==> config.mk <==
export PLATFORM = sky130hd
export DESIGN_NAME = bmpl_modmul
export DESIGN_NICKNAME = d
export VERILOG_FILES = /design/src/sv/bmpl_pkg.sv /design/src/sv/bmpl_modmul.sv
export SDC_FILE = /design/constraint.sdc
export NUM_CORES = 1
export LEC_CHECK = 0
export ABC_AREA = 1
export ABC_CLOCK_PERIOD_IN_PS = 8300
export BUFFER_PORTS_ARGS = -buffer_cell sky130_fd_sc_hd__buf_2
export CORE_ASPECT_RATIO = 0.7
export CORE_MARGIN = 4
export CORE_UTILIZATION = 40
export CTS_BUF_LIST = sky130_fd_sc_hd__clkbuf_2 sky130_fd_sc_hd__clkbuf_4 sky130_fd_sc_hd__clkbuf_8
export CTS_CLUSTER_DIAMETER = 100
export CTS_CLUSTER_SIZE = 28
export DETAILED_ROUTE_END_ITERATION = 10
export RECOVER_POWER = 50
export SYNTH_ARGS = -nofsm -noshare
export SYNTH_HDL_FRONTEND = slang
export SYNTH_SLANG_ARGS = --single-unit
==> constraint.sdc <==
create_clock -name clk_i -period 8.3 [get_ports clk_i]
set_input_delay 0 -clock clk_i [delete_from_list [all_inputs] [get_ports clk_i]]
set_output_delay 0 -clock clk_i [all_outputs]
set_load 0.01 [all_outputs]
==> src/sv/bmpl_pkg.sv <==
// ----------------------------------------------------------------------------
// bmpl_pkg
// Types and constants of the Lucas binomial residue unit.
// ----------------------------------------------------------------------------
`timescale 1ns / 1ps
`default_nettype none
package bmpl_pkg;

  localparam int unsigned ARG_W = 63;
  localparam int unsigned MOD_W = 21;
  localparam int unsigned RES_W = 20;
  localparam int unsigned CNT_W = 6;
  localparam int unsigned BIT_W = 5;

  localparam logic REG_PRIME_MODULUS = 1'b0;

  typedef enum logic [3:0] {
    ST_IDLE,
    ST_BF,
    ST_PW_SQ,
    ST_PW_ML,
    ST_BI,
    ST_CHK,
    ST_DIV,
    ST_RD1,
    ST_RD2,
    ST_RD3,
    ST_M1,
    ST_M2,
    ST_M3,
    ST_FIN
  } state_e;

  typedef struct packed {
    logic             start;
    logic [RES_W-1:0] a;
    logic [RES_W-1:0] b;
  } mul_req_t;

  typedef struct packed {
    logic             done;
    logic [RES_W-1:0] res;
  } mul_rsp_t;

  typedef struct packed {
    logic             done;
    logic [ARG_W-1:0] qn;
    logic [ARG_W-1:0] qm;
    logic [RES_W-1:0] rn;
    logic [RES_W-1:0] rm;
  } div_rsp_t;

endpackage
`default_nettype wire

==> src/sv/bmpl_modmul.sv <==
// ----------------------------------------------------------------------------
// bmpl_modmul
// Shift-add modular multiplier, one bit of b per cycle.
// ----------------------------------------------------------------------------
`timescale 1ns / 1ps
`default_nettype none
module bmpl_modmul
  import bmpl_pkg::*;
(
  input  wire logic             clk_i,
  input  wire logic             rst_ni,
  input  wire logic [MOD_W-1:0] p_i,
  input  wire mul_req_t         req_i,
  output mul_rsp_t              rsp_o
);

  logic [RES_W-1:0] a_q, a_d, b_q, b_d;
  logic [MOD_W-1:0] acc_q, acc_d;
  logic [BIT_W-1:0] cnt_q, cnt_d;
  logic             busy_q, busy_d, done_q, done_d;
  logic [MOD_W:0]   t0, t1, t2, p_x;

  assign p_x = {1'b0, p_i};

  always_comb begin
    t0 = {acc_q, 1'b0} + (b_q[RES_W-1] ? {2'b00, a_q} : '0);
    t1 = (t0 >= p_x) ? t0 - p_x : t0;
    t2 = (t1 >= p_x) ? t1 - p_x : t1;
    a_d    = a_q;
    b_d    = b_q;
    acc_d  = acc_q;
    cnt_d  = cnt_q;
    busy_d = busy_q;
    done_d = 1'b0;
    if (req_i.start) begin
      a_d    = req_i.a;
      b_d    = req_i.b;
      acc_d  = '0;
      cnt_d  = BIT_W'(RES_W - 1);
      busy_d = 1'b1;
    end else if (busy_q) begin
      acc_d = t2[MOD_W-1:0];
      b_d   = {b_q[RES_W-2:0], 1'b0};
      cnt_d = cnt_q - 1'b1;
      if (cnt_q == '0) begin
        busy_d = 1'b0;
        done_d = 1'b1;
      end
    end
  end

  always_ff @(posedge clk_i or negedge rst_ni) begin
    if (!rst_ni) begin
      busy_q <= 1'b0;
      done_q <= 1'b0;
      cnt_q  <= '0;
    end else begin
      busy_q <= busy_d;
      done_q <= done_d;
      cnt_q  <= cnt_d;
    end
  end

  always_ff @(posedge clk_i) begin
    a_q   <= a_d;
    b_q   <= b_d;
    acc_q <= acc_d;
  end

  assign rsp_o.done = done_q;
  assign rsp_o.res  = acc_q[RES_W-1:0];

endmodule
`default_nettype wire

# Word level (Yosys, flattened, before mapping)
# Index checks and enable logic that the tools add are counted.
[op_classes]
magnitude_cmp = 2
n_shift = 0
add_sub_neg = 4
n_div = 0
n_eq_ne = 0
bitwise_logic = 0
reduce_logical = 2
n_mul = 0
n_mux = 13
[ops]
columns = ["cell", "count"]
rows = [
  ["$mux W20", 3],
  ["$ge A22 B21 Y1", 2],
  ["$add A22 B20 Y22", 1],
  ["$mux W22", 1],
  ["$sub A22 B21 Y22", 1],
  ["$mux W21", 1],
  ["$sub A21 B21 Y21", 1],
  ["$mux W5", 2],
  ["$mux W1", 6],
  ["$logic_not A5 Y1", 1],
  ["$sub A5 B1 Y5 const B", 1],
  ["$reduce_bool A2 Y1", 1],
]
[word_totals]
input_bits = 64
regBits = 68
latchBits = 0
elab_cells = 27
out_inout_bits = 21
ramBits = 0
mem_bits_ro = 0
mem_count = 0

# Longest topological paths before layout
# Gate-level depths: netlist of the first run.
[depth]
depth_word = 6
ltp_mapped = 46
mapped_depth_nobuf = 43

# Worst setup path before layout of the first run
# OpenSTA, ideal clock, no wires.
[synth_timing]
path_kind = "register to register"
from = "reg b_q[19]"
to = "reg acc_q[3]"
n_path_buf = 4
setup_slack_ns = 2.852
path_stages_with_launch = 42
required_time_ns = 8.186
setup_time_ns = 0.114
period_less_slack_ns = 5.448
t_arrival_ns = 5.334
path_cell_list = "edfxtp_1 -> clkbuf_1 -> buf_1 -> nand2_1 -> inv_1 -> ha_1 -> fa_1 -> nand2_1 -> o21ai_1 -> nand2_1 -> nand2_1 -> nand3_1 -> nand2_1 -> xor2_1 -> inv_1 -> ha_1 -> nand2_1 -> inv_1 -> (+6 left out) -> nand2_2 -> nand2_4 -> buf_4 -> nand2_1 -> nand2_1 -> ha_1 -> fa_1 -> o21ai_1 -> nand3_1 -> nand3_1 -> a21oi_1 -> nand2_2 -> inv_1 -> nand2_2 -> buf_6 -> nand2_2 -> nand3_1 -> nand2_1"
[synth_between]
elab_chain_cells = 6
word_cells_on_any_way = 8
cone_classes = "3 x add/sub; 2 x order compare; 3 x mux"
[synth_rtl]
columns = ["item", "line", "rtl"]
rows = [
  ["from (decl)", "bmpl_modmul.sv:17", "logic [RES_W-1:0] a_q, a_d, b_q, b_d;"],
  ["from (signal assigned)", "bmpl_modmul.sv:66", "b_q <= b_d;"],
  ["$mux W20 (*)", "bmpl_modmul.sv:26", "t0 = {acc_q, 1'b0} + (b_q[RES_W-1] ? {2'b00, a_q} : '0);"],
  ["$add A22 B20 Y22 (*)", "bmpl_modmul.sv:26", ""],
  ["$sub A22 B21 Y22 / $ge A22 B21 Y1 (equally long branches)", "bmpl_modmul.sv:27", "t1 = (t0 >= p_x) ? t0 - p_x : t0;"],
  ["$mux W22 (*)", "bmpl_modmul.sv:27", ""],
  ["$sub A21 B21 Y21 / $ge A22 B21 Y1 (equally long branches)", "bmpl_modmul.sv:28", "t2 = (t1 >= p_x) ? t1 - p_x : t1;"],
  ["$mux W21 (*)", "bmpl_modmul.sv:28", ""],
  ["to (signal assigned)", "bmpl_modmul.sv:67", "acc_q <= acc_d;"],
  ["to (decl)", "bmpl_modmul.sv:18", "logic [MOD_W-1:0] acc_q, acc_d;"],
]
# Every way passes the cells marked *; elsewhere a longest branch is shown, timed or not.
# A chain may end at the register's enable or synchronous reset.

# Final worst setup path of the first run
[layout_timing]
from = "reg b_q[19]"
to = "reg acc_q[15]"
# The elaborated chain is that of the path after synthesis.

==> results of run 1 <==
-- critical path, delay by kind of cell, from the launching register on --
family          cells  cell delay, ps
simple gates       22            2690
flops               1             770
compound gates      5            1560
buf+inv             4             470
fa+ha+maj           4            1230
xor+xnor            1             250
-- kinds of logic after synthesis --
family / after synthesis
adder cells (fa/ha/maj): 66
flip-flops: 68
buffers and inverters: 211
XOR/XNOR: 47
AND/OR/NAND/NOR: 572
AO/OA/AOI/OAI: 122
-- sequential cells by signal (all words and copies together), names as in the netlist --
signal	flops
b_q	20
a_q	20
done_q	1
cnt_q	5
busy_q	1
acc_q	21
-- path summary, 6_finish.rpt --
kind / from / end / slack (ps) / cells past startpoint
max: b_q[19]$_DFFE_PP_ / acc_q[15]$_SDFFE_PP0P_ / 1210 / 36
max reg2reg: b_q[19]$_DFFE_PP_ / acc_q[15]$_SDFFE_PP0P_ / 1210 / 36
min: p_i[0] / acc_q[0]$_SDFFE_PP0P_ / 110 / 5
min in group asynchronous: rst_ni / cnt_q[0]$_DFFE_PN0P_ / 580 / 3
min reg2reg: acc_q[16]$_SDFFE_PP0P_ / acc_q[16]$_SDFFE_PP0P_ / 480 / 2
max in group asynchronous: rst_ni / cnt_q[2]$_DFFE_PN0P_ / 6880 / 4
-- stage by stage --
step	setup slack (ps)	utilization	hold WS, ps
floorplan	2850	-	-296
global placement	1510	0.438	-158
detailed placement	1390	0.438	-156
CTS	1390	0.474	104
global route	555	0.472	131
finish	1210	0.472	114
-- metal layers --
layer / share of wire / vias up / global-route usage
met5: 0 / - / 0
met4: 0.0056 / 0 / 0.0245
met3: 0.080 / 10 / 0.0491
met2: 0.38 / 224 / 0.286
met1: 0.54 / 3121 / 0.349
li1: - / 3664 / -
-- repair_timing --
action	4_1_cts	5_1_grt
hold buffers	43	0
resized for setup	0	0
buffers inserted	0	0
endpoints found under the hold margin	47	0
endpoints found under the setup margin	0	0
-- cell type report --
class,count,area [µm²],area share
Clock inverter,2,35.0,0.00430
Inverter,169,634,0.0778
Tap cell,231,289,0.0355
Sequential cell,68,1800,0.220
Clock buffer,14,161,0.0198
Multi-Input combinational cell,807,4380,0.537
Timing Repair Buffer,132,857,0.105
-- cell usage in the layout (no fill, tap or decap), types with 2 or more instances in the layout --
cell type	instances
ha_1	63
a21oi_2	2
inv_1	168
xor2_1	25
clkbuf_1	23
nor2_1	52
o21ai_1	2
nor3_1	11
fa_1	3
clkbuf_8	9
clkbuf_4	5
xnor2_1	22
nor2_2	3
dlygate4sd3_1	43
dfxtp_1	21
dfrtp_1	7
edfxtp_1	40
nor4_1	3
buf_2	62
a21oi_1	67
o21bai_1	7
a21o_1	4
o31ai_1	2
buf_4	4
nand3b_1	13
nand4_1	14
nand3_1	71
nand2_4	2
nand2_2	17
a31oi_1	4
o21ai_0	30
nand2_1	381
==> impl_metrics.csv, run 1 <==
group,metric,value,unit
critical_path,crit_required,8550,ps
timing,final-setup-viol-count,0,
cts,clock_sinks,68,
yosys,synth-edff-count,40,
global_route,grt_antenna_before_repair,0,
final_layout,antennaDiodeCount,0,
detailed_routing,drt-vias-per-instance,4.93,
timing,tightest_slew,2170,ps
critical_path,crit_path_start_kind,"flop",
yosys,synth_compound_area_frac,0.0952,
timing,fin_crit,7090,ps
yosys,synthSimpleGateAreaFrac,0.345,
detailed_routing,routed_wl,21100,µm
yosys,synth_cell_types,41,
yosys,synth_mux_area_frac,0,
detailed_routing,drt_first_pass_iters,5,
detailed_routing,ant_nets,0,
final_layout,fill_cells,1821,
cts,htreeDepth,3,
die,ios,85,
yosys,synth-seq-cells,68,
detailed_routing,wl_per_cell,14.8,µm
critical_path,path_class,"reg2reg",
run_status,status,"finished, violations left",
die,num_rows,40,
critical_path,path_max_fanout,20,
timing,fmax,0.141,GHz
yosys,synth_xor_area_frac,0.0581,
worst_hold_path,hp-class,"in2reg",
yosys,synth_top_family_by_area,"simple AND/OR/NAND/NOR gates",
yosys,synth-main-ff-cell,"edfxtp_1",
die,core,0.0173,mm²
global_route,grt_overflow,0,
cts,cts_inserted_buffers,9,
die,die_height,119,µm
final_layout,nNetsFinal,1317,
place,dpl-instance-area,0.00756,mm²
detailed_routing,drc,0,
yosys,ys_top_cells_by_count,"nand2_1, inv_1, nand3_1, a21oi_1, ha_1",
yosys,synth_top_area_share,0.202,
global_route,grt_first_pass_wirelength,34200,µm
place,portBuffers,84,
yosys,synth_most_common_cell,"nand2_1",
place,place_congestion,0.927,
timing,relSlewSlack,-0.446,
yosys,yosys.area.top_type,"nand2_1",
cts,cts_root_buf,"clkbuf_8",
final_layout,stdcell_count,1423,
timing,rsz0062_at_grt,"false",
yosys,syn_inst,1086,
place,dpl.hpwl,17500,µm
global_route,grt_pass1_vias,6406,
timing,finalSetupTns,0,ps
timing,finalHoldViolCount,0,
place,dp.cells,1364,
timing,fin_skew,9.43,ps
final_layout,syn_to_final_growth,15.1,%
detailed_routing,vias,7019,
critical_path,critPathCaptureType,"flop",
yosys,ys_seq_area_frac,0.254,
critical_path,cpMaxStageDelayCell,"edfxtp_1",
cts,cts_tree,"done",
yosys,yosys_warnings,0,
yosys,synth_fa_ha_area_frac,0.120,
die,die_w,167,µm
critical_path,crit_path_frequent_cell,"nand2_1",
final_layout,drive_above_1_share,0.0931,
yosys,synth_area_per_cell,6.52,µm²
run_status,violations,"capacitance limit, slew limit",
cts,clk_pin_slew_worst_paths,70,ps
cts,clockBufferDepth,2,
critical_path,crit_arrival,7340,ps
yosys,netlist_area,0.00708,mm²
timing,post-route-period-util,0.854,
yosys,ys_top_cells_by_area,"nand2_1, edfxtp_1, ha_1",
cts,clk_latency,350,ps
yosys,syn_nets,1216,
die,initial_core_util,0.410,
detailed_routing,first_iter_violations,701,
critical_path,cpPeakStageDelay,770,ps
global_route,grt_use_total,0.214,
run,maxCapViolCount,1,
yosys,ys_async_sr_fraction,0.103,
global_route,grt_max_degree,47,
timing,drv_slew,47,
final_layout,fin_area,0.00815,mm²
die,die-area,0.0199,mm²
Power of run 1 is not shown: default switching activity piles up to over one toggle a cycle in this logic, so the estimate is an artifact.
==> run 2: changes to the inputs <==
- PLACE_DENSITY_LB_ADDON: unset -> 0.15
==> run 2 against run 1 <==
The flow still finishes with violations (capacitance limit, slew limit). Count of clock-buffer cells in the layout fell by 5. Global-route usage fell by 0.56 points. Utilization fell by 0.087 points. Routed wire length fell by 1.1%. Non-clock buffer count fell by 2. Fmax fell by 0.24%. Highest routed layer unchanged. Final cell count fell by 0.14%. Sequential share of layout area barely moved. Setup slack got worse by 17 ps. Critical path type unchanged. Critical path depth rose by 2.
==> impl_metrics.csv, run 2 (synthesis results as in run 1) <==
group,metric,value,unit
run_status,status,"finished, violations left",
run_status,violations,"capacitance limit, slew limit",
detailed_routing,drt-vias-per-instance,4.97,
critical_path,cpMaxStageDelayCell,"edfxtp_1",
final_layout,drive_above_1_share,0.0933,
cts,clockBufferDepth,2,
worst_hold_path,holdPathEnd,"acc_q[0]$_SDFFE_PP0P_",
global_route,grt_antenna_before_repair,0,
die,num_rows,40,
critical_path,cpPeakStageDelay,750,ps
die,ios,85,
global_route,grt_pass1_vias,6356,
run,maxCapViolCount,1,
critical_path,reg2reg_slack,1200,ps
timing,fmax,0.141,GHz
critical_path,critPathCaptureType,"flop",
final_layout,nNetsFinal,1315,
place,portBuffers,84,
final_layout,top_register,"acc_q",
detailed_routing,ant_nets,0,
timing,fin_crit,7100,ps
critical_path,crit_path_start_kind,"flop",
cts,clk_latency,350,ps
place,dpl-instance-area,0.00755,mm²
timing,relSlewSlack,-0.483,
critical_path,path_class,"reg2reg",
die,die_w,167,µm
critical_path,crit_path_frequent_cell,"nand2_1",
timing,post-route-period-util,0.856,
die,die_height,119,µm
timing,finalHoldViolCount,0,
critical_path,r2r_start,"b_q[19]$_DFFE_PP_",
global_route,grt_overflow,0,
detailed_routing,drc,0,
cts,cts_root_buf,"clkbuf_8",
cts,cts_inserted_buffers,9,
place,dpl.hpwl,17000,µm
cts,post_cts_buffers,0,
timing,finalSetupTns,0,ps
global_route,grt_use_total,0.208,
timing,drv_slew,47,
critical_path,crit_arrival,7350,ps
worst_hold_path,hp-class,"in2reg",
place,place_congestion,0.919,
die,die-area,0.0199,mm²
cts,clk_pin_slew_worst_paths,80,ps
final_layout,fill_cells,1857,
final_layout,top_regs,"acc_q (21), a_q (20), b_q (20)",
worst_hold_path,min_from,"p_i[0]",
detailed_routing,wl_per_cell,14.7,µm
final_layout,layout_common_cells,"nand2_1, inv_1, nand3_1, a21oi_1",
die,core,0.0173,mm²
timing,final-setup-viol-count,0,
critical_path,crit_required,8550,ps
cts,cts_tree,"done",
cts,clock_sinks,68,
final_layout,final_common_cell,"nand2_1",
detailed_routing,drt_first_pass_iters,6,
final_layout,fin_area,0.00814,mm²
global_route,grt_max_degree,47,
detailed_routing,routed_wl,20900,µm
timing,tightest_slew,2220,ps
cts,postCtsResizedCells,0,
timing,rsz0062_at_grt,"false",
detailed_routing,first_iter_violations,685,
critical_path,rr_endpoint,"acc_q[15]$_SDFFE_PP0P_",
final_layout,syn_to_final_growth,14.9,%
final_layout,antennaDiodeCount,0,
timing,fin_skew,15.3,ps
final_layout,final_core_util,0.471,
critical_path,rr_worst_depth,38,
worst_hold_path,worstHoldPathCells,5,
cts,htreeDepth,3,
global_route,grt_first_pass_wirelength,33600,µm
die,initial_core_util,0.410,
detailed_routing,vias,7067,
final_layout,largest_reg_flops,21,
critical_path,path_max_fanout,23,
## run 2: worst max-delay path by stage
stage                            startpoint                      to  slack (ps)
after floorplan           b_q[19]$_DFFE_PP_   acc_q[3]$_SDFFE_PP0P_        2850
after global placement    b_q[19]$_DFFE_PP_  acc_q[15]$_SDFFE_PP0P_        1470
after detailed placement  b_q[19]$_DFFE_PP_  acc_q[15]$_SDFFE_PP0P_        1310
after CTS                 b_q[19]$_DFFE_PP_  acc_q[15]$_SDFFE_PP0P_        1270
after global routing      b_q[19]$_DFFE_PP_  acc_q[10]$_SDFFE_PP0P_         350
final                     b_q[19]$_DFFE_PP_  acc_q[15]$_SDFFE_PP0P_        1200
## run 2: final cells by class
cell class,instances,area [µm²],area share
Timing Repair Buffer,130,841,0.103
Clock inverter,7,73.8,0.00907
Tap cell,231,289,0.0355
Multi-Input combinational cell,807,4380,0.538
Clock buffer,9,124,0.0152
Sequential cell,68,1800,0.221
Inverter,169,634,0.0780
## run 2: layer usage
metal	up-vias	GRT usage	wire (µm)
met2	227	0.285	7930
li1	3648	-	-
met5	-	0	0
met4	0	0.0276	133
met1	3179	0.340	11100
met3	13	0.0372	1700
## run 2: worst max-delay path, delay by kind of cell, from the launching register on
| kind | cells | cell delay [ps] |
|---|---|---|
| and+or+nand+nor | 26 | 3490 |
| buffers and inverters | 4 | 280 |
| AOI/OAI and AO/OA | 3 | 990 |
| xor gates and xnor gates | 1 | 250 |
| adders and majority gates | 4 | 1240 |
| DFF | 1 | 750 |
## run 2: what timing repair did
action	in CTS	in global routing
hold endpoints to repair	47	0
hold buffers	42	0
setup endpoints to repair	0	0
## run 2: per-stage QoR
| stage | hold WS (ps) | setup slack (ps) | instances |
|---|---|---|---|
| floorplan | -296 | 2850 | 1086 |
| global placement | -154 | 1470 | 1363 |
| detailed placement | -151 | 1310 | 1363 |
| CTS | 95.6 | 1270 | 1421 |
| global route | 140 | 353 | 1421 |
| finish | 114 | 1200 | 1421 |
Power of run 2 is left out for the same reason.
