<file path="src/sv/bmpl_pkg.sv">
// ----------------------------------------------------------------------------
// bmpl_pkg
// Types and constants of the Lucas binomial residue unit.
// ----------------------------------------------------------------------------
`timescale 1ns / 1ps
`default_nettype none
package bmpl_pkg;

  localparam int unsigned ARG_W = 63;
  localparam int unsigned MOD_W = 21;
  localparam int unsigned RES_W = 20;
  localparam int unsigned CNT_W = 6;
  localparam int unsigned BIT_W = 5;

  localparam logic REG_PRIME_MODULUS = 1'b0;

  typedef enum logic [3:0] {
    ST_IDLE,
    ST_BF,
    ST_PW_SQ,
    ST_PW_ML,
    ST_BI,
    ST_CHK,
    ST_DIV,
    ST_RD1,
    ST_RD2,
    ST_RD3,
    ST_M1,
    ST_M2,
    ST_M3,
    ST_FIN
  } state_e;

  typedef struct packed {
    logic             start;
    logic [RES_W-1:0] a;
    logic [RES_W-1:0] b;
  } mul_req_t;

  typedef struct packed {
    logic             done;
    logic [RES_W-1:0] res;
  } mul_rsp_t;

  typedef struct packed {
    logic             done;
    logic [ARG_W-1:0] qn;
    logic [ARG_W-1:0] qm;
    logic [RES_W-1:0] rn;
    logic [RES_W-1:0] rm;
  } div_rsp_t;

endpackage
`default_nettype wire

</file>
<file path="src/sv/bmpl_divider.sv">
// ----------------------------------------------------------------------------
// bmpl_divider
// Restoring divider, splits n and m by p together, one bit per cycle.
// ----------------------------------------------------------------------------
`timescale 1ns / 1ps
`default_nettype none
module bmpl_divider
  import bmpl_pkg::*;
(
  input  wire logic             clk_i,
  input  wire logic             rst_ni,
  input  wire logic             start_i,
  input  wire logic [ARG_W-1:0] n_i,
  input  wire logic [ARG_W-1:0] m_i,
  input  wire logic [MOD_W-1:0] p_i,
  output div_rsp_t              rsp_o
);

  logic [ARG_W-1:0] qn_q, qn_d, qm_q, qm_d;
  logic [MOD_W-1:0] rn_q, rn_d, rm_q, rm_d;
  logic [CNT_W-1:0] cnt_q, cnt_d;
  logic             busy_q, busy_d, done_q, done_d;
  logic [MOD_W:0]   tn, tm, p_x;

  assign p_x = {1'b0, p_i};

  always_comb begin
    tn = {rn_q, qn_q[ARG_W-1]};
    tm = {rm_q, qm_q[ARG_W-1]};
    qn_d   = qn_q;
    qm_d   = qm_q;
    rn_d   = rn_q;
    rm_d   = rm_q;
    cnt_d  = cnt_q;
    busy_d = busy_q;
    done_d = 1'b0;
    if (start_i) begin
      qn_d   = n_i;
      qm_d   = m_i;
      rn_d   = '0;
      rm_d   = '0;
      cnt_d  = CNT_W'(ARG_W - 1);
      busy_d = 1'b1;
    end else if (busy_q) begin
      if (tn >= p_x) begin
        rn_d = MOD_W'(tn - p_x);
        qn_d = {qn_q[ARG_W-2:0], 1'b1};
      end else begin
        rn_d = tn[MOD_W-1:0];
        qn_d = {qn_q[ARG_W-2:0], 1'b0};
      end
      if (tm >= p_x) begin
        rm_d = MOD_W'(tm - p_x);
        qm_d = {qm_q[ARG_W-2:0], 1'b1};
      end else begin
        rm_d = tm[MOD_W-1:0];
        qm_d = {qm_q[ARG_W-2:0], 1'b0};
      end
      cnt_d = cnt_q - 1'b1;
      if (cnt_q == '0) begin
        busy_d = 1'b0;
        done_d = 1'b1;
      end
    end
  end

  always_ff @(posedge clk_i or negedge rst_ni) begin
    if (!rst_ni) begin
      busy_q <= 1'b0;
      done_q <= 1'b0;
      cnt_q  <= '0;
    end else begin
      busy_q <= busy_d;
      done_q <= done_d;
      cnt_q  <= cnt_d;
    end
  end

  always_ff @(posedge clk_i) begin
    qn_q <= qn_d;
    qm_q <= qm_d;
    rn_q <= rn_d;
    rm_q <= rm_d;
  end

  assign rsp_o.done = done_q;
  assign rsp_o.qn   = qn_q;
  assign rsp_o.qm   = qm_q;
  assign rsp_o.rn   = rn_q[RES_W-1:0];
  assign rsp_o.rm   = rm_q[RES_W-1:0];

endmodule
`default_nettype wire

</file>
<file path="config.mk">
export PLATFORM = sky130hd
export DESIGN_NAME = bmpl_divider
export DESIGN_NICKNAME = d
export VERILOG_FILES = /design/src/sv/bmpl_pkg.sv /design/src/sv/bmpl_divider.sv
export SDC_FILE = /design/constraint.sdc
export NUM_CORES = 1
export LEC_CHECK = 0
export BUFFER_PORTS_ARGS = -buffer_cell sky130_fd_sc_hd__buf_2
export CORE_MARGIN = 2
export CORE_UTILIZATION = 40
export CTS_CLUSTER_SIZE = 25
export DETAILED_ROUTE_END_ITERATION = 6
export GPL_TIMING_DRIVEN = 0
export PLACE_DENSITY = 0.69
export SLEW_MARGIN = 25
export SYNTH_ARGS = -nofsm -noshare
export SYNTH_HDL_FRONTEND = slang
export SYNTH_SLANG_ARGS = --single-unit
</file>
<file path="constraint.sdc">
create_clock -name clk_i -period 4.5 [get_ports clk_i]
set_input_delay 0.45 -clock clk_i [delete_from_list [all_inputs] [get_ports clk_i]]
set_output_delay 0.45 -clock clk_i [all_outputs]
set_load 0.01 [all_outputs]
</file>
After elaboration in Yosys (flattened, before gate mapping). Cells that the tools add are included.

Input bits: 150. Logic and storage cells: 30. Register bits: 176. Output and inout bits: 167.

Magnitude comparators: 2. Muxes and demuxes: 16. Add/subtract/negate cells: 3. Reductions and logical operators: 2.

Operator list (count): $mux 63 (4); $ge 22x21->1 (2); $mux 21 (2); $sub 21x21->21 (2); $mux 6 (2); $mux 1 (8); $logic_not 6->1 (1); $sub 6x1->6 const B (1); $reduce_bool 2->1 (1).

Logic depth before layout (Yosys ltp). Gate-level depths: netlist (run 1).

Depth in word-level cells: 4. Depth in mapped cells: 13. Mapped depth without buffers: 11.

Worst setup path before layout (run 1). Ideal clock, no wire load.

Path kind: input-to-reg. Start: input port start_i. End: register qm_q[0] (enable). Data arrival time: 3473 ps. Required time: 4022 ps. Cell stages on the path: 4. Buffers on the path: 2. Setup slack: 549 ps. Setup time: 478 ps. Path through: clkbuf_1 > nor2_1 > clkbuf_1 > inv_1.

Longest elaborated chain between the ends: 1.

Ends and longest elaborated chain: start: declaration (line bmpl_divider.sv:12) `input wire logic start_i,`; $reduce_bool 2->1 (no source line); end signal: assignment (line bmpl_divider.sv:81) `qm_q <= qm_d;`; end: declaration (line bmpl_divider.sv:19) `logic [ARG_W-1:0] qn_q, qn_d, qm_q, qm_d;`.

No other way between the ends. A chain may end at the register's enable or synchronous reset.

Worst setup path in the final report (run 1).
Start: register qm_q[62]. End: register rm_q[12].

Longest elaborated chain between the ends: 2. Elaborated cells between the ends (all ways): 3. Classes of those cells: add/sub: 1; order compare: 1; mux: 1.

Ends and longest elaborated chain: $sub 21x21->21 / $ge 22x21->1 (equally long branches) (line bmpl_divider.sv:53, bmpl_divider.sv:52); $mux 21 * (line bmpl_divider.sv:52) `if (tm >= p_x) begin`; end signal: assignment (line bmpl_divider.sv:83) `rm_q <= rm_d;`; end: declaration (line bmpl_divider.sv:20) `logic [MOD_W-1:0] rn_q, rn_d, rm_q, rm_d;`.

Mark *: on every way between the ends. The rest lies on a longest branch, timed or not.

==> results of run 1 <==
cells in the final DEF (no fill, tap or decap), types with 3 or more instances in the layout:
cell / Yosys / layout
a2111oi_0: 3 / 3
a211o_1: 4 / 4
a211oi_1: 20 / 20
a21o_1: 20 / 20
a21oi_1: 39 / 39
a311oi_2: 3 / 3
a31oi_1: 4 / 4
a32oi_1: 7 / 7
and3_1: 7 / 7
buf_2: 3 / 319
buf_4: 42 / 42
clkbuf_1: 32 / 32
clkbuf_16: 0 / 17
clkinv_8: 0 / 3
dfrtp_1: 8 / 8
dfxtp_1: 42 / 42
diode_2: 0 / 8
edfxtp_1: 126 / 126
ha_1: 44 / 44
inv_1: 31 / 30
inv_6: 0 / 4
inv_8: 0 / 6
mux2_2: 127 / 127
mux2i_1: 21 / 21
nand2_1: 56 / 56
nand2b_1: 9 / 9
nand3_1: 7 / 7
nand4_1: 5 / 5
nor2_1: 49 / 49
nor3_1: 14 / 14
nor3b_1: 4 / 4
o21a_1: 7 / 7
o21ai_0: 21 / 21
o21ai_1: 17 / 17
o31ai_1: 7 / 7
or3_1: 3 / 3
xnor2_1: 16 / 16
xor2_1: 20 / 20
where the power goes:
part | internal (uW) | total, uW | switching (uW)
clock | 763 | 1550 | 785
sequential | 2020 | 2260 | 233
combinational | 1160 | 2470 | 1310
cells by family (layout without fill, tap and decap cells):
kind of cell | count (synthesis) | in the layout | share of synthesized area, %
AO/OA/AOI/OAI | 183 | 183 | 12.71
flip-flops | 176 | 176 | 47.81
AND/OR/NAND/NOR | 174 | 174 | 8.307
multiplexers | 148 | 148 | 16.25
buffers and inverters | 112 | 462 | 5.951
adder cells (fa/ha/maj) | 46 | 46 | 5.852
XOR/XNOR | 36 | 36 | 3.124
other | 0 | 8 | 0
per-layer routing:
layer,track usage (%),wire length (um),vias to the layer above,part of all wire [%]
li1,-,-,3934,-
met3,6.621,2102,52,7.0
met5,0,80,-,0.27
met2,39.18,15050,281,50
met1,26.21,11920,3904,40
met4,7.683,766,12,2.6
timing repair:
| item | CTS | global route |
|---|---|---|
| resized for setup | 0 | 0 |
| hold endpoints to repair | 8 | 0 |
| buffers inserted | 0 | 0 |
| hold buffers | 1 | 0 |
cell usage after synthesis, types with 3 or more instances:
master     number  area, um2
mux2_2        127       1430
edfxtp_1      126       3784
nand2_1        56      210.2
nor2_1         49      183.9
ha_1           44      550.5
buf_4          42      315.3
dfxtp_1        42      840.8
a21oi_1        39      195.2
clkbuf_1       32      120.1
inv_1          31      116.4
mux2i_1        21      210.2
o21ai_0        21      105.1
a211oi_1       20      150.1
a21o_1         20      150.1
xor2_1         20      175.2
o21ai_1        17      85.08
xnor2_1        16      140.1
nor3_1         14      70.07
nand2b_1        9      56.30
dfrtp_1         8      200.2
a32oi_1         7      61.31
and3_1          7      43.79
nand3_1         7      35.03
o21a_1          7      52.55
o31ai_1         7      52.55
nand4_1         5      31.28
a211o_1         4      35.03
a31oi_1         4      25.02
nor3b_1         4      30.03
a2111oi_0       3      26.28
a311oi_2        3      45.04
buf_2           3      15.01
or3_1           3      18.77
worst max-delay path: cells and delay by family, from the launching register on:
family                   cells  cell delay (ns)
AO/OA/AOI/OAI                5             1.44
buffers and inverters        3             0.48
flip-flops                   1             0.52
AND/OR/NAND/NOR              2             0.47
adder cells (fa/ha/maj)      2             0.57
state kept, by name, summed over array words and instances, names as in the netlist:
signal	cells
rn_q	21
cnt_q	6
qm_q	63
done_q	1
busy_q	1
qn_q	63
rm_q	21
through the flow:
stage	setup TNS, ns	power (uW)
after floorplan	0	3989
after global placement	-175.34	4705
after detailed placement	0	4746
after CTS	0	6309
after global routing	0	6651
final	0	6277
worst max-delay path by stage:
stage | from | endpoint | slack, ns | cells after the start
2_1_floorplan | start_i | qm_q[0] | 0.55 | 4
3_3_place_gp | start_i | qn_q[37] | -1.41 | 5
3_5_place_dp | p_i[0] | rm_q[12] | 1.00 | 12
4_1_cts | qm_q[62] | rm_q[12] | 0.98 | 12
5_1_grt | qm_q[62] | rm_q[12] | 0.81 | 12
6_report | qm_q[62] | rm_q[12] | 0.93 | 12
final cells by class:
type	instances	area share (%)
Antenna cell	8	0.1570
Tap cell	330	3.238
Inverter	31	0.9713
Timing Repair Buffer	318	12.69
Buffer	81	3.797
Clock inverter	15	1.383
Clock buffer	17	3.336
Sequential cell	176	37.83
Multi-Input combinational cell	587	36.59
==> impl_metrics.py, run 1 <==
metrics = {
    "run_status": {
        "run_status": "finished clean",
    },
    "floorplan": {
        "die-area_um2": 26520,
        "die_y_um": 162.8,
        "core_area_um2": 24960,
        "rows": 58,
        "initial_core_util_pct": 40.43,
        "ios": 317,
        "die_x_um": 162.8,
    },
    "power_and_ir_drop": {
        "p_leak_uw": 0.005708,
        "ir_drop_uv": 258.5,
        "cellPowerDensity_nw_per_um2": 492.2,
    },
    "placed_design": {
        "place.gp.congestion": 0.9452,
        "dpl.cell_count": 1522,
        "hpwl_um": 23110,
        "post-place-ws_ns": 1.002,
        "io_buffers": 316,
        "placed_area_um2": 12120,
    },
    "hold_path": {
        "hp-class": "in -> reg",
        "min_from": "m_i[26]",
        "whs_endpoint": "qm_q[26]",
        "hold_path_depth": 2,
    },
    "logic_synthesis": {
        "ys.warnings.count": 0,
        "async_reset_ff_share_pct": 4.545,
        "synth-seq-cells": 176,
        "syn_nets": 1071,
        "synthCells": 875,
        "synth-edff-count": 126,
        "ys_types": 76,
        "dominantRegCellSynth": "edfxtp_1",
        "synth_area_um2": 10090,
        "postSynthAreaPerCell_um2": 11.53,
        "yosysSeqAreaShare_pct": 47.81,
    },
    "setup_path": {
        "cp-end-kind": "register",
        "critPathRequiredTime_ns": 4.84,
        "crit_path_max_fanout": 10,
        "cp_common_cell": "inv_1",
        "reg2reg_from": "qm_q[62]",
        "slowest_stage": "edfxtp_1",
        "rr_endpoint": "rm_q[12]",
        "cp.arrival_ns": 3.91,
        "crit_chain": "inv_1 > ha_1 > inv_1 > fa_1 > a21o_1 > a221o_1 > a32oi_4 > a21oi_2 > nor2_2 > buf_2 > nand2_1 > a311oi_2",
        "max_stage_delay_ns": 0.52,
        "rrSetupSlack_ns": 0.93,
        "crit_type": "reg -> reg",
        "crit_path_start_kind": "register",
        "reg2regPathDepth": 12,
    },
    "timing": {
        "setup_ws_ns": 0.9250,
        "rsz0062_at_grt": "no",
        "hold_viol": 0,
        "post-route-min-period_ns": 3.575,
        "period_share_pct": 79.44,
        "finalClockSkew_ns": 0.02734,
        "finalHoldWorstSlack_ns": 0.3049,
        "worstMarginPinSlew_ns": 0.8652,
        "fmax_mhz": 279.7,
        "slew_headroom_pct": 42.32,
        "finalMaxSlewViolations": 0,
        "setup_viol": 0,
    },
    "drt": {
        "ant_nets": 0,
        "routedWlPerCell_um": 19.14,
        "vias": 8183,
        "drc": 0,
        "first_iter_violations": 568,
        "routed_via_density": 5.235,
        "finalWirelength_um": 29920,
        "firstDrtPassIters": 5,
    },
    "final_layout": {
        "seq_area_um2": 4825,
        "final_nets": 1408,
        "n_fill_cell": 2326,
        "final_cell_area_um2": 12750,
        "post-route-util_pct": 51.09,
        "drive_gt1_share_pct": 44.00,
        "multi_input_area_um2": 4667,
        "fin_cells": 1563,
        "syn_to_final_growth_pct": 26.37,
    },
    "grt": {
        "grtUsageTotal_pct": 22.41,
        "grt_pass1_vias": 8306,
        "grt-ovfl-total": 0,
        "grt_pass1_wl_um": 45530,
        "grt_max_degree": 93,
        "antenna_found_initial": 10,
    },
    "clock_tree": {
        "cts_tree": "yes",
        "clk_pin_slew_ns": 0.09,
        "clkSinkCount": 176,
        "h-tree-depth": 4,
        "numCtsBuffers": 17,
        "cts-root-buf": "clkbuf_16",
        "clk_path_buf_depth": 2,
        "clock_latency_ns": 0.44,
    },
    "job": {
        "cap_violations": 0,
    },
}
(Power assumes the default switching activity.)
==> run 2: changes to the inputs <==
Settings changed: PLACE_DENSITY 0.69 to 0.72.
Clock period 4.5 ns to 3.14 ns, I/O delays scaled along.
==> run 2 against run 1 <==
Compared with the run above:
- clock skew decreased by 0.010 ns
- combinational power increased by 52%
- hold slack got worse by 0.13 ns
- register-to-register slack got worse by 0.90 ns
- final cell count increased by 0.90%
==> impl_metrics.py, run 2 (synthesized netlist as in run 1, its figures left out) <==
metrics = {
    "run_status": {
        "run_status": "finished clean",
    },
    "hold_path": {
        "hp-class": "in -> reg",
        "hold_path_depth": 2,
    },
    "timing": {
        "finalMaxSlewViolations": 0,
        "rsz0062_at_grt": "yes",
        "finalClockSkew_ns": 0.01687,
        "finalHoldWorstSlack_ns": 0.1707,
        "setup_tns_ns": 0,
        "fmax_mhz": 321.2,
        "worstMarginPinSlew_ns": 0.7970,
        "period_share_pct": 99.15,
        "setup_viol": 0,
        "slew_headroom_pct": 46.86,
        "post-route-min-period_ns": 3.113,
        "hold_viol": 0,
    },
    "setup_path": {
        "slowest_stage": "edfxtp_1",
        "rrSetupSlack_ns": 0.03,
        "reg2regPathDepth": 12,
        "crit_path_start_kind": "register",
        "crit_chain": "inv_1 > ha_2 > inv_2 > fa_2 > a21o_1 > a221o_2 > a32oi_4 > a21oi_4 > or2_1 > buf_6 > buf_12 > mux2_4",
        "reg2reg_from": "qm_q[62]",
        "worstSetupStartpoint": "qm_q[62]",
        "crit_type": "reg -> reg",
        "crit_path_max_fanout": 8,
        "worst-path-buf-inv": 4,
        "path_delay_family": "compound AO/OA/AOI/OAI gates",
        "rr_endpoint": "qm_q[0]",
        "critPathRequiredTime_ns": 3.32,
        "crit_cells": 12,
        "max_stage_delay_ns": 0.45,
        "cp.arrival_ns": 3.29,
        "cp-end-kind": "register",
        "crit_path_end": "qm_q[0]",
    },
    "placed_design": {
        "place.gp.congestion": 0.9111,
        "hpwl_um": 22900,
        "io_buffers": 316,
    },
    "drt": {
        "firstDrtPassIters": 7,
        "drc": 0,
        "ant_nets": 0,
        "vias": 8290,
        "finalWirelength_um": 29500,
        "routed_via_density": 5.257,
        "first_iter_violations": 559,
        "routedWlPerCell_um": 18.71,
    },
    "floorplan": {
        "core_area_um2": 24960,
        "initial_core_util_pct": 40.43,
        "die_x_um": 162.8,
        "rows": 58,
        "die_y_um": 162.8,
        "ios": 317,
        "die-area_um2": 26520,
    },
    "clock_tree": {
        "clk_pin_slew_ns": 0.09,
        "cts-root-buf": "clkbuf_16",
        "numCtsBuffers": 17,
        "clock_latency_ns": 0.44,
        "cts_tree": "yes",
        "clkSinkCount": 176,
        "h-tree-depth": 4,
        "clk_path_buf_depth": 2,
    },
    "final_layout": {
        "layout_commonest_cell": "buf_2",
        "drive_gt1_share_pct": 46.10,
        "final_nets": 1428,
        "final_cell_mix": "buf_2 (317), mux2_2 (126), edfxtp_1 (126)",
        "syn_to_final_growth_pct": 29.18,
        "top_regs": "qm_q: 63 flops, qn_q: 63 flops",
    },
    "power_and_ir_drop": {
        "ir_drop_uv": 347.0,
        "p_leak_uw": 0.005860,
        "cellPowerDensity_nw_per_um2": 703.9,
    },
    "job": {
        "cap_violations": 0,
    },
    "grt": {
        "grt_pass1_vias": 8125,
        "grt_max_degree": 35,
        "grt-ovfl-total": 0,
        "grt_pass1_wl_um": 44270,
        "antenna_found_initial": 6,
        "grtUsageTotal_pct": 21.73,
    },
}
==> run 2: cell types whose count changed in the layout (fill, tap and decap cells not counted), moves of 3 or more <==
cell and delta:
buf_4 +17, inv_8 -3, buf_12 +4, diode_2 -6
==> run 2: cell type report <==
type / count / area, um2
Fill cell: 2330 / 11930
Clock inverter: 15 / 171.4
Antenna cell: 2 / 5.005
Timing Repair Buffer: 339 / 1834
Inverter: 31 / 120.1
Tap cell: 330 / 412.9
Sequential cell: 176 / 4825
Multi-Input combinational cell: 587 / 4746
Buffer: 80 / 498.0
Clock buffer: 17 / 425.4
==> run 2: timing repair <==
action / 4_1_cts / 5_1_grt
gates resized for setup: 4 / 18
hold endpoints to repair: 8 / 0
pin swaps: 4 / 9
buffers inserted: 4 / 14
setup endpoints to repair: 32 / 17
hold buffers: 1 / 0
==> run 2: how the worst min path moves through the flow <==
stage	end	slack (ns)	startpoint
2_1_floorplan	busy_q	0.02	rst_ni
3_3_place_gp	cnt_q[5]	0.16	rst_ni
3_5_place_dp	cnt_q[3]	0.17	rst_ni
4_1_cts	qn_q[40]	0.15	n_i[40]
5_1_grt	qn_q[46]	0.16	n_i[46]
6_report	qm_q[39]	0.17	m_i[39]
==> run 2: worst register-to-register path, stage by stage, from the launching register on <==
cell	delay (ns)
edfxtp_1	0.45
inv_1	0.09
ha_2	0.18
inv_2	0.04
fa_2	0.36
a21o_1	0.18
a221o_2	0.43
a32oi_4	0.24
a21oi_4	0.12
or2_1	0.24
buf_6	0.14
buf_12	0.15
mux2_4	0.27
==> run 2: per-layer routing <==
metal | vias up | routed length [um] | GRT usage [%]
li1 | 3953 | - | -
met1 | 3986 | 11890 | 26.09
met2 | 312 | 14960 | 38.10
met3 | 31 | 2201 | 6.162
met4 | 8 | 414 | 5.953
met5 | - | 39 | 0
==> run 2: power by group <==
part           switching [uW]  internal (uW)  leakage (uW)  total [uW]
clock network            1100           1090      0.000292        2190
logic                    1950           1800       0.00381        3750
registers                 336           2900       0.00176        3240
total                    3390           5790       0.00586        9180
==> run 2: per-stage QoR <==
step	total power (uW)	utilization [%]	instances	cell area [um2]	setup WS, ns
3_5_place_dp	6796	48.87	1525	12200	-0.3318
6_report	9178	52.23	1577	13040	0.02659
2_1_floorplan	5717	-	875	10110	0.009618
4_1_cts	9019	51.45	1561	12840	0.008164
3_3_place_gp	6755	48.49	1521	12100	-1.416
5_1_grt	9702	52.22	1576	13040	-0.05792
